### config.mk
export PLATFORM = sky130hd
export DESIGN_NAME = chunked_transfer_dechunker_core
export DESIGN_NICKNAME = d
export VERILOG_FILES = /design/src/hw/rtl/ctd_pkg.sv /design/src/hw/rtl/chunked_transfer_dechunker_core.sv
export SDC_FILE = /design/constraint.sdc
export NUM_CORES = 1
export LEC_CHECK = 0
export ABC_AREA = 1
export ABC_CLOCK_PERIOD_IN_PS = 6200
export BUFFER_PORTS_ARGS = -buffer_cell sky130_fd_sc_hd__clkbuf_2
export CAP_MARGIN = 5
export CORE_MARGIN = 3
export CORE_UTILIZATION = 45
export DETAILED_ROUTE_END_ITERATION = 6
export SLEW_MARGIN = 20
export SYNTH_ARGS = -nofsm -noshare
export SYNTH_HDL_FRONTEND = slang
export SYNTH_SLANG_ARGS = --single-unit
### constraint.sdc
create_clock -name clk -period 6.2 [get_ports clk]
set_clock_uncertainty 0.15 [all_clocks]
set_input_delay 0.31 -clock clk [delete_from_list [all_inputs] [get_ports clk]]
set_output_delay 0.31 -clock clk [all_outputs]
set_load 0.02 [all_outputs]
### src/hw/rtl/ctd_pkg.sv
package ctd_pkg;

  localparam int unsigned MAX_LINE  = 32768;
  localparam int unsigned MAX_CHUNK = 4194304;

  localparam int unsigned SIZE_W = 23;
  localparam int unsigned LINE_W = 16;

  // result kinds (tuser)
  localparam logic [1:0] KIND_PAYLOAD = 2'd0;
  localparam logic [1:0] KIND_CHUNK   = 2'd1;
  localparam logic [1:0] KIND_END     = 2'd2;
  localparam logic [1:0] KIND_ERROR   = 2'd3;

  // error codes
  localparam logic [1:0] ERR_NONE    = 2'd0;
  localparam logic [1:0] ERR_LINE    = 2'd1;
  localparam logic [1:0] ERR_SIZE    = 2'd2;
  localparam logic [1:0] ERR_TRAILER = 2'd3;

  localparam logic [7:0] CH_CR   = 8'h0D;
  localparam logic [7:0] CH_LF   = 8'h0A;
  localparam logic [7:0] CH_SEMI = 8'h3B;

  typedef struct packed {
    logic [1:0] kind;
    logic [7:0] payload;
    logic [1:0] error_code;
  } result_t;

endpackage

### src/hw/rtl/chunked_transfer_dechunker_core.sv
// Chunked transfer decoder. Takes one byte per clock on the slave stream,
// unless the skid is full, and gives at most one word per byte on the master
// stream: a single state update stands between the input and the output
// register, and a one-word skid stage behind the output register keeps
// input ready while a result waits. With chunked_enable clear, bytes pass
// through; with it set, size lines are parsed, payload bytes are streamed
// out as they arrive, and a chunk complete, stream end or error word marks
// the framing. After stream end or an error the block drops all further
// bytes until reset. Write chunked_enable only while the stream is idle.
module chunked_transfer_dechunker_core
  import ctd_pkg::*;
(
  input  logic        clk,
  input  logic        rst,
  input  logic        cfg_wr_en,
  input  logic        cfg_wr_data,    // chunked_enable
  input  logic        s_axis_tvalid,
  output logic        s_axis_tready,
  input  logic [7:0]  s_axis_tdata,   // data_byte
  output logic        m_axis_tvalid,
  input  logic        m_axis_tready,
  output logic [15:0] m_axis_tdata,   // [7:0] payload, [9:8] error_code, zeros
  output logic [1:0]  m_axis_tuser    // kind
);

  localparam logic [2:0] PH_LEAD     = 3'd0;
  localparam logic [2:0] PH_DIGITS   = 3'd1;
  localparam logic [2:0] PH_TRAIL_WS = 3'd2;
  localparam logic [2:0] PH_EXT      = 3'd3;
  localparam logic [2:0] PH_PAYLOAD  = 3'd4;
  localparam logic [2:0] PH_TRAILER  = 3'd5;
  localparam logic [2:0] PH_DONE     = 3'd6;
  localparam logic [2:0] PH_ERROR    = 3'd7;

  logic                chunked_enable;
  logic [2:0]          phase, phase_next;
  logic [SIZE_W-1:0]   size_acc, size_acc_next;
  logic                size_invalid, size_invalid_next;
  logic                digit_seen, digit_seen_next;
  logic [LINE_W-1:0]   line_len, line_len_next;
  logic                last_was_cr, last_was_cr_next;
  logic [SIZE_W-1:0]   bytes_rem, bytes_rem_next;
  logic                first_trailer_ok, first_trailer_ok_next;

  logic                has_result;
  result_t             res;

  logic                out_valid, skid_valid;
  result_t             out_data, skid_data;

  logic                accept, pop;
  logic [7:0]          b;
  logic                is_space, is_hex;
  logic [3:0]          hex_val;
  logic [SIZE_W+3:0]   acc_shift;
  logic [SIZE_W-1:0]   rem_dec;

  assign b      = s_axis_tdata;
  assign accept = s_axis_tvalid && s_axis_tready;
  assign pop    = out_valid && m_axis_tready;

  assign is_space = (b == 8'h20) || (b >= 8'h09 && b <= 8'h0D);

  always_comb begin
    is_hex  = 1'b1;
    hex_val = 4'd0;
    if (b >= 8'h30 && b <= 8'h39) begin
      hex_val = 4'(b - 8'h30);
    end else if (b >= 8'h61 && b <= 8'h66) begin
      hex_val = 4'(b - 8'h57);
    end else if (b >= 8'h41 && b <= 8'h46) begin
      hex_val = 4'(b - 8'h37);
    end else begin
      is_hex = 1'b0;
    end
  end

  assign acc_shift = {size_acc, 4'd0} + {{SIZE_W{1'b0}}, hex_val};
  assign rem_dec   = bytes_rem - SIZE_W'(1);

  always_comb begin
    phase_next            = phase;
    size_acc_next         = size_acc;
    size_invalid_next     = size_invalid;
    digit_seen_next       = digit_seen;
    line_len_next         = line_len;
    last_was_cr_next      = last_was_cr;
    bytes_rem_next        = bytes_rem;
    first_trailer_ok_next = first_trailer_ok;
    has_result            = 1'b0;
    res                   = '{kind: KIND_PAYLOAD, payload: 8'd0, error_code: ERR_NONE};

    if (phase == PH_DONE || phase == PH_ERROR) begin
      has_result = 1'b0;
    end else if (!chunked_enable) begin
      has_result  = 1'b1;
      res.payload = b;
    end else begin
      case (phase)
        PH_LEAD, PH_DIGITS, PH_TRAIL_WS, PH_EXT: begin
          if (b == CH_LF && last_was_cr) begin
            size_acc_next     = '0;
            size_invalid_next = 1'b0;
            digit_seen_next   = 1'b0;
            line_len_next     = '0;
            last_was_cr_next  = 1'b0;
            if (size_invalid || !digit_seen) begin
              phase_next     = PH_ERROR;
              has_result     = 1'b1;
              res.kind       = KIND_ERROR;
              res.error_code = ERR_SIZE;
            end else if (size_acc == '0) begin
              phase_next = PH_DONE;
              has_result = 1'b1;
              res.kind   = KIND_END;
            end else begin
              bytes_rem_next = size_acc;
              phase_next     = PH_PAYLOAD;
            end
          end else if (line_len >= LINE_W'(MAX_LINE)) begin
            phase_next     = PH_ERROR;
            has_result     = 1'b1;
            res.kind       = KIND_ERROR;
            res.error_code = ERR_LINE;
          end else begin
            line_len_next    = line_len + LINE_W'(1);
            last_was_cr_next = (b == CH_CR);
            if (phase == PH_EXT) begin
              phase_next = PH_EXT;
            end else if (b == CH_SEMI) begin
              phase_next = PH_EXT;
            end else if (is_space) begin
              if (phase == PH_DIGITS) begin
                phase_next = PH_TRAIL_WS;
              end
            end else if (is_hex && phase != PH_TRAIL_WS) begin
              phase_next      = PH_DIGITS;
              digit_seen_next = 1'b1;
              if (acc_shift > (SIZE_W+4)'(MAX_CHUNK)) begin
                size_invalid_next = 1'b1;
              end else begin
                size_acc_next = acc_shift[SIZE_W-1:0];
              end
            end else begin
              size_invalid_next = 1'b1;
            end
          end
        end
        PH_PAYLOAD: begin
          bytes_rem_next = rem_dec;
          if (rem_dec == '0) begin
            phase_next            = PH_TRAILER;
            first_trailer_ok_next = 1'b0;
          end
          has_result  = 1'b1;
          res.payload = b;
        end
        PH_TRAILER: begin
          if (!first_trailer_ok) begin
            if (b != CH_CR) begin
              phase_next     = PH_ERROR;
              has_result     = 1'b1;
              res.kind       = KIND_ERROR;
              res.error_code = ERR_TRAILER;
            end else begin
              first_trailer_ok_next = 1'b1;
            end
          end else if (b != CH_LF) begin
            phase_next     = PH_ERROR;
            has_result     = 1'b1;
            res.kind       = KIND_ERROR;
            res.error_code = ERR_TRAILER;
          end else begin
            first_trailer_ok_next = 1'b0;
            phase_next            = PH_LEAD;
            size_acc_next         = '0;
            size_invalid_next     = 1'b0;
            digit_seen_next       = 1'b0;
            line_len_next         = '0;
            last_was_cr_next      = 1'b0;
            has_result            = 1'b1;
            res.kind              = KIND_CHUNK;
          end
        end
        default: begin
          has_result = 1'b0;
        end
      endcase
    end
  end

  always_ff @(posedge clk) begin
    if (rst) begin
      chunked_enable   <= 1'b0;
      phase            <= PH_LEAD;
      size_acc         <= '0;
      size_invalid     <= 1'b0;
      digit_seen       <= 1'b0;
      line_len         <= '0;
      last_was_cr      <= 1'b0;
      bytes_rem        <= '0;
      first_trailer_ok <= 1'b0;
    end else begin
      if (cfg_wr_en) begin
        chunked_enable <= cfg_wr_data;
      end
      if (accept) begin
        phase            <= phase_next;
        size_acc         <= size_acc_next;
        size_invalid     <= size_invalid_next;
        digit_seen       <= digit_seen_next;
        line_len         <= line_len_next;
        last_was_cr      <= last_was_cr_next;
        bytes_rem        <= bytes_rem_next;
        first_trailer_ok <= first_trailer_ok_next;
      end
    end
  end

  // output word register with a one-word skid behind it
  always_ff @(posedge clk) begin
    if (rst) begin
      out_valid  <= 1'b0;
      skid_valid <= 1'b0;
    end else if (!out_valid || pop) begin
      if (skid_valid) begin
        out_valid  <= 1'b1;
        skid_valid <= 1'b0;
      end else begin
        out_valid <= accept && has_result;
      end
    end else if (accept && has_result) begin
      skid_valid <= 1'b1;
    end
  end

  always_ff @(posedge clk) begin
    if (!out_valid || pop) begin
      out_data <= skid_valid ? skid_data : res;
    end
    if (out_valid && !pop && !skid_valid) begin
      skid_data <= res;
    end
  end

  assign s_axis_tready = !skid_valid;
  assign m_axis_tvalid = out_valid;
  assign m_axis_tuser  = out_data.kind;
  assign m_axis_tdata  = {6'd0, out_data.error_code, out_data.payload};

endmodule

* Yosys cells after proc, flatten, opt, wreduce, memory -nomap -nowiden
Cells that the tools add are included.
** Word-level totals
- Output and inout port bits :: 20
- Register bits :: 96
- Input port bits :: 14
- Logic and storage cells :: 193
** Cells by class
- Bitwise logic cells :: 1
- Reductions and logical operators :: 35
- Magnitude comparators :: 10
- Equal/unequal tests :: 30
- Add/sub/neg operators :: 6
- Mux-type cells :: 94
** Operators by type and width (count)
- 2-to-1 mux 23 bit :: 12
- case mux 23 bit (2 select lines) :: 2
- 2-to-1 mux 16 bit :: 4
- zero test 23 bit :: 2
- 2-to-1 mux 1 bit :: 34
- 2-to-1 mux 3 bit :: 11
- case mux 16 bit (2 select lines) :: 1
- 2-to-1 mux 2 bit :: 15
- adder 27 x 4 -> 27 bit :: 1
- > comparator 27 x 23 -> 1 bit (second input constant) :: 1
- 2-to-1 mux 12 bit :: 2
- subtractor 23 x 1 -> 23 bit (second input constant) :: 1
- AND reduction 11 bit :: 2
- inequality test 3 bit (second input constant) :: 7
- adder 16 x 1 -> 16 bit (second input constant) :: 1
- equality test 8 x 4 -> 1 bit (second input constant) :: 2
- equality test 8 x 6 -> 1 bit (second input constant) :: 2
- greater-or-equal comparator 16 bit (second input constant) :: 1
- greater-or-equal comparator 8 x 7 -> 1 bit (second input constant) :: 2
- <= comparator 8 x 7 -> 1 bit (second input constant) :: 2
- 2-to-1 mux 8 bit :: 2
- inequality test 8 x 4 -> 1 bit (second input constant) :: 2
- inequality test 7 bit (second input constant) :: 2
- AND reduction 7 bit :: 2
- other kinds (29) :: 63

* Depth between registers and ports, before layout
Gate-level depths: netlist of the first run.
- Word-level depth :: 15
- Gate-level depth with buffers :: 16
- Gate-level depth less buffers :: 16

* Worst setup path before layout of the first run
No wires, ideal clock.
- Kind :: input port to flip-flop
- Start :: input port s_axis_tdata[0]
- End :: register size_acc[0]
- Library setup time :: 128 ps
- Path buffers :: 1
- Data arrival time :: 1786 ps
- Data required time :: 5922 ps
- Path slack :: 4136 ps
- Stages on the path :: 14
- Cell sequence :: inv_1 -> ha_1 -> a21oi_1 -> o21ai_1 -> nand2_2 -> nand2_1 -> o31ai_2 -> nand2_4 -> o21ai_2 -> nor2_4 -> buf_2 -> nand3_1 -> nand2_1 -> nor2_1
** Between the ends
- Longest elaborated chain between the ends :: 14
- Elaborated cells between the ends (all ways) :: 46
- Classes of those cells :: add/sub (4); order compare (9); eq/ne (11); mux (14); reduce/logical (8)
** Ends and longest elaborated chain
- from (decl) :: RTL line chunked_transfer_dechunker_core.sv:19 : input logic [7:0] s_axis_tdata,
- parallel branches: the longest is 14 deep, another holds adder 27 x 4 -> 27 bit
- to (signal assigned) :: RTL line chunked_transfer_dechunker_core.sv:209 : size_acc <= size_acc_next;
- to (decl) :: RTL line chunked_transfer_dechunker_core.sv:37 : logic [SIZE_W-1:0] size_acc, size_acc_next;
Parallel ways; which one is timed is not known. The select of a mux whose other input is x is not followed.
A chain may end at the register's enable or synchronous reset.

* Worst setup path after layout of the first run
- Start :: register skid_valid
- End :: register size_acc[16]
** Between the ends
- Longest elaborated chain between the ends :: 3
** Ends and longest elaborated chain
- from (decl) :: RTL line chunked_transfer_dechunker_core.sv:48 : logic out_valid, skid_valid;
- from (signal assigned) :: RTL line chunked_transfer_dechunker_core.sv:224 : skid_valid <= 1'b0;
- from (signal assigned) :: RTL line chunked_transfer_dechunker_core.sv:228 : skid_valid <= 1'b0;
- from (signal assigned) :: RTL line chunked_transfer_dechunker_core.sv:233 : skid_valid <= 1'b1;
- zero test 1 bit :: RTL line chunked_transfer_dechunker_core.sv:246 : assign s_axis_tready = !skid_valid;
- logical AND 1 bit :: RTL line chunked_transfer_dechunker_core.sv:59 : assign accept = s_axis_tvalid && s_axis_tready;
- AND reduction 12 bit (no source line)
Every way passes these cells.

==> qor.txt, run 1 <==
Crit-path leading delay family -> simple AND/OR/NAND/NOR gates
Pwr dens -> 216 nW/µm²
Post-CTS Resized -> 0
Leading cell type in the layout, fill and taps excluded -> nand2_1
Most used flip-flop cell after synthesis -> dfxtp_1
Fin crit share -> 0.449
Hold Path Class -> in -> reg
Syn-to-layout area delta -> 8.70%
Post-CTS setup buffer count -> 0
# rows -> 40
DIE AREA -> 14000 µm²
Share of layout cells above drive strength 1 -> 0.0978
Warning count from the yosys run -> 0
Worst EP required -> 6.33 ns
Crit-path slowest cell -> nor2_4
Outcome -> finished clean
Crit Path Max Fanout -> 24
Crit path kind -> reg -> reg
GRT overflow -> 0
Residual DRC -> 0
Die Ht -> 118 µm
First DRT Iteration DRCs -> 433
Register area share after synthesis -> 0.381
Synth top area cells -> dfxtp_1, nand2_1, edfxtp_1
WP buf/inv -> 1
Vias in the first global route -> 4768
Least-Margin Pin Slew -> 0.928 ns
Syn Inst Count -> 852
Clk buf depth -> 2
Count of different cell masters after synthesis -> 46
Clk sinks -> 96
Fin Hold WS -> 0.0267 ns
DR WL/cell -> 13.3 µm
Worst-path clk slew -> 0.07 ns
Post-DP HPWL -> 9.90 mm
Yosys top cell area share -> 0.254
CTS tree -> yes
Most frequent cells in the layout -> nand2_1, nor2_1, inv_1, dfxtp_1, nand3_1
Port buffer count -> 27
Pleak -> 2.70 nW
Cell Area, Synth -> 5680 µm²
Async S/R FF share, synth -> 0
Cts hold-fix bufs -> 0
H-tree levels -> 3
Clock root cell -> clkbuf_16
Starting Density -> 0.467
Tmin final -> 2.79 ns
Die W -> 118 µm
GRT Overall Usage -> 0.200
CTS Buf Count -> 9
Max Cap Viol -> 0
Detailed-route via count -> 5365
CP peak stage delay -> 0.49 ns
Final Wtd Congestion -> 0.903
Vias/cell -> 5.17
Nets -> 886
1st-pass router iterations -> 5
FF+latch count, synth -> 96
Biggest area consumer among synthesized cells -> dfxtp_1
Clock latency on the worst-skew pair -> 0.35 ns
DRT antenna net count -> 0
Rel. slew slack -> 0.379
CP endpoint kind -> register
Post-route setup TNS -> 0 ns
Initial antenna violation count -> 0
Final Setup Violations -> 0
Avg Cell Area, Syn -> 6.67 µm²
Post-synth EDFFs -> 24
Worst VDD drop -> 100 µV
Ports -> 34
Critical path cell sequence -> inv_2 -> nand3_2 -> nor2_2 -> o21ai_1 -> nor2_4 -> nand3_1 -> nor2_4 -> nand2_4 -> nand2_1 -> nand2_1 -> nor2_1
Critical Path Start Type -> register
Non-filler cells, final -> 1037
Worst path setup slack after routing -> 3.41 ns
RSZ-0062 raised after global routing -> no
Slew Viols, Final -> 0
First-pass GRT wire length -> 23.1 mm
# placed instances -> 1021
Largest net degree at the start of global routing -> 47
Final Hold Vio Count -> 0
Place WS -> 3.28 ns
CORE AREA -> 12200 µm²
Ant. Diodes -> 0
Peak Freq -> 359 MHz
Critical Path AT -> 2.91 ns
Routed WL -> 13.8 mm
[stage by stage]
step	total power, W	utilization	instance area [µm²]
5_1_grt	0.00138	0.508	6170
3_5_place_dp	0.000779	0.484	5880
2_1_floorplan	0.000752	-	5700
3_3_place_gp	0.000778	0.484	5880
6_report	0.00133	0.508	6170
4_1_cts	0.00134	0.508	6170
[cell type report]
cell class,instances,area (µm²)
clock inverter,5,56.3
timing repair buffer,30,158
fill,1256,5990
multi-input combinational,627,2980
inverter,100,378
sequential,96,2160
clock buffer,11,233
tap,168,210
[worst min-delay path, cell delays in order]
cell,delay (ns)
clkbuf_2,0.07
a21oi_1,0.05
nor2_1,0.07
[Yosys cell counts (2+ instances only)]
library cell / n
o21a_1: 3
nand2_4: 4
inv_2: 7
nand2_1: 244
buf_4: 7
nor3_1: 20
nand3_2: 3
a211oi_1: 11
nand2_2: 6
a21oi_1: 35
xnor2_1: 3
inv_1: 91
edfxtp_1: 24
nor2_1: 114
buf_6: 2
nand3_1: 65
ha_1: 8
dfxtp_1: 72
clkbuf_1: 13
nor2_2: 7
o21ai_1: 14
nor2_4: 4
o21ai_2: 3
buf_2: 12
nand3b_1: 3
nand4_1: 12
and3b_1: 2
xor2_1: 3
o21ai_0: 43
[layer usage]
metal,global-route usage,share of wire,up-vias
met3,0.0349,0.043,25
met1,0.292,0.50,2447
met5,0,0,-
met2,0.306,0.44,130
met4,0.0542,0.018,0
li1,-,-,2763
[report_power, final]
part / switching [W] / internal (W) / leakage (nW)
logic: 0.0000737 / 0.0000292 / 1.73
clock network: 0.000252 / 0.000314 / 0.142
registers: 0.00000530 / 0.000657 / 0.824
total: 0.000331 / 0.00100 / 2.70
[sequential cells by signal, summed over array words and instances (netlist names)]
register	cells
last_was_cr	1
bytes_rem	23
line_len	16
m_axis_tuser	2
chunked_enable	1
skid_valid	1
m_axis_tdata	10
m_axis_tvalid	1
size_invalid	1
phase	3
first_trailer_ok	1
digit_seen	1
size_acc	23
skid_data	12
[cell families after synthesis]
family | Yosys count | synth area share
and+or+nand+nor | 489 | 0.375
DFF | 96 | 0.381
AOI/OAI and AO/OA | 118 | 0.117
other | 1 | 0.000660
buffers and inverters | 134 | 0.0989
adders and majority gates | 8 | 0.0176
xor gates and xnor gates | 6 | 0.00925
[path summary, 6_finish.rpt]
path,from,endpoint,slack [ns],cells past startpoint
hold reg to reg,line_len[6]$_SDFFE_PP0P_,line_len[6]$_SDFFE_PP0P_,0.32,2
hold / removal,cfg_wr_data,chunked_enable$_SDFFE_PP0P_,0.03,3
setup reg to reg,skid_valid$_SDFFE_PP0P_,size_acc[16]$_SDFFE_PP0P_,3.41,11
setup / recovery,skid_valid$_SDFFE_PP0P_,size_acc[16]$_SDFFE_PP0P_,3.41,11
Note: power is estimated with default switching activity, not from simulation.
==> run 2, diff against run 1 <==
Settings changed: ABC_CLOCK_PERIOD_IN_PS 6200 to 2910.
Clock period 6.2 ns to 2.91 ns, I/O delays scaled along.
==> run 2 against run 1 <==
  * Combinational power grew 120%
  * Largest cell class unchanged
  * Clock power up 120%
  * Non-clock buffer count grew 9
  * Sequential power increased by 110%
  * Hold slack improved by 0.020 ns
  * Worst setup slack got worse by 3.0 ns
  * Critical path depth decreased by 3
  * Register-to-register slack worse by 3.0 ns
  * Cell area increased by 1.5%
  * Sequential share of layout area is 0.53 points lower
  * Wire length increased by 0.82%
  * Maximum frequency grew 10%
==> qor.txt, run 2 (synthesized netlist as in run 1, its figures left out) <==
Tmin final -> 2.53 ns (-0.258 ns)
DIE AREA -> 14000 µm² (unchanged)
CORE AREA -> 12200 µm² (unchanged)
Least-Margin Pin Slew -> 0.640 ns (-0.288 ns)
# rows -> 40 (unchanged)
Leading cell type in the layout, fill and taps excluded -> nand2_1
Most frequent cells in the layout -> nand2_1, nor2_1, inv_1, dfxtp_1, nand3_1
Clk sinks -> 96 (unchanged)
First-pass GRT wire length -> 22.7 mm (-1.5%)
Die W -> 118 µm (unchanged)
Slew Viols, Final -> 0 (unchanged)
Outcome -> finished clean
Fin crit share -> 0.869 (+0.419)
Critical Path Start Type -> register
Ant. Diodes -> 0 (unchanged)
Largest net degree at the start of global routing -> 47 (unchanged)
Vias in the first global route -> 4655 (-2.4%)
Final Hold Vio Count -> 0 (unchanged)
DR WL/cell -> 13.3 µm (about the same)
Critical path cell sequence -> inv_2 -> nand3_2 -> nor2_2 -> o21ai_1 -> nor2_4 -> nand2_4 -> o21ai_2 -> and3b_1
Critical Path AT -> 2.63 ns (-0.28 ns)
First DRT Iteration DRCs -> 390 (-9.9%)
Initial antenna violation count -> 0 (unchanged)
Fin Hold WS -> 0.0463 ns (+0.0196 ns)
WL met1 -> 6.88 mm (-0.75%)
Final Setup Violations -> 0 (unchanged)
Die Ht -> 118 µm (unchanged)
Peak Freq -> 396 MHz (+10%)
Worst-path clk slew -> 0.07 ns (about the same)
Biggest regs -> bytes_rem: 23 flops, size_acc: 23 flops, line_len: 16 flops
Ports -> 34 (unchanged)
Detailed-route via count -> 5341 (-0.45%)
Design Power -> 0.00289 W (+120%)
Routed WL -> 13.9 mm (+0.82%)
Pleak -> 2.75 nW (+1.8%)
R2R Setup Slk -> 0.38 ns (-3.03 ns)
Nets -> 895 (+1.0%)
Clock latency on the worst-skew pair -> 0.36 ns (about the same)
H-tree levels -> 3 (unchanged)
Crit path kind -> reg -> reg
Wire length on met2 -> 5.96 mm (-0.60%)
Max Cap Viol -> 0 (unchanged)
Rel. slew slack -> 0.573 (+0.194)
CP peak stage delay -> 0.55 ns (+0.06 ns)
Vias/cell -> 5.11 (-1.3%)
Crit-path slowest cell -> o21ai_2
GRT overflow -> 0 (unchanged)
Syn-to-layout area delta -> 10.4%
Hold Path Class -> in -> reg
Share of layout cells above drive strength 1 -> 0.108 (+0.0104)
Port buffer count -> 27 (unchanged)
Worst EP required -> 3.01 ns (-3.32 ns)
Clk buf depth -> 2 (unchanged)
Pwr dens -> 461 nW/µm² (+110%)
Post-route setup TNS -> 0 ns (unchanged)
CTS Buf Count -> 9 (unchanged)
Final Wtd Congestion -> 0.917 (+1.6%)
Post-DP HPWL -> 10.2 mm (+3.2%)
Worst VDD drop -> 420 µV (+320%)
CP endpoint kind -> register
Post-CTS Resized -> 0 (unchanged)
DR top layer -> met4
DRT antenna net count -> 0 (unchanged)
GRT Overall Usage -> 0.199 (-0.00108)
Starting Density -> 0.467 (unchanged)
RSZ-0062 raised after global routing -> no
CTS tree -> yes
Metal3 WL -> 845 µm (+41%)
1st-pass router iterations -> 5 (unchanged)
Crit Path Max Fanout -> 16 (-33%)
Clock root cell -> clkbuf_16
Residual DRC -> 0 (unchanged)
==> run 2: what timing repair did <==
item                                   CTS  global route
endpoints found under the hold margin    1             0
setup endpoints to repair                0             0
hold buffers                             2             0
setup buffers                            0             0
==> run 2: worst paths after layout <==
path | end | startpoint | depth (start not counted)
max | line_len[3]$_SDFFE_PP0P_ | skid_valid$_SDFFE_PP0P_ | 8
min | skid_data[9]$_DFFE_PP_ | s_axis_tdata[7] | 3
max reg2reg | line_len[3]$_SDFFE_PP0P_ | skid_valid$_SDFFE_PP0P_ | 8
min reg2reg | digit_seen$_SDFFE_PP0P_ | digit_seen$_SDFFE_PP0P_ | 2
==> run 2: critical path, delay by kind of cell, from the launching register on <==
| family | cells | cell delay (ns) |
|---|---|---|
| and+or+nand+nor | 5 | 0.87 |
| DFF | 1 | 0.46 |
| AOI/OAI and AO/OA | 2 | 0.67 |
| buffers and inverters | 1 | 0.27 |
==> run 2: cell type report <==
class / instances / area [µm²]
fill: 1216 / 5890
multi-input combinational: 627 / 2980
sequential: 96 / 2160
inverter: 100 / 378
timing repair buffer: 39 / 230
clock buffer: 9 / 225
tap: 168 / 210
clock inverter: 7 / 86.3
==> run 2: where the power goes <==
part           internal, W  switching [W]
clock             0.000686       0.000569
combinational    0.0000682       0.000158
sequential         0.00140      0.0000106
==> run 2: metrics by stage <==
stage / std cells / worst slack, ns / cell area (µm²) / util
3_5_place_dp: 1028 / 0.379 / 5940 / 0.488
3_3_place_gp: 1028 / 0.454 / 5940 / 0.488
2_1_floorplan: 857 / 0.882 / 5700 / -
5_1_grt: 1046 / 0.129 / 6270 / 0.515
6_report: 1046 / 0.382 / 6270 / 0.515
4_1_cts: 1046 / 0.374 / 6270 / 0.515
==> run 2: layer usage <==
metal	vias up	GRT usage
li1	2772	-
met1	2420	0.284
met2	130	0.301
met3	19	0.0526
met4	0	0.0498
met5	-	0
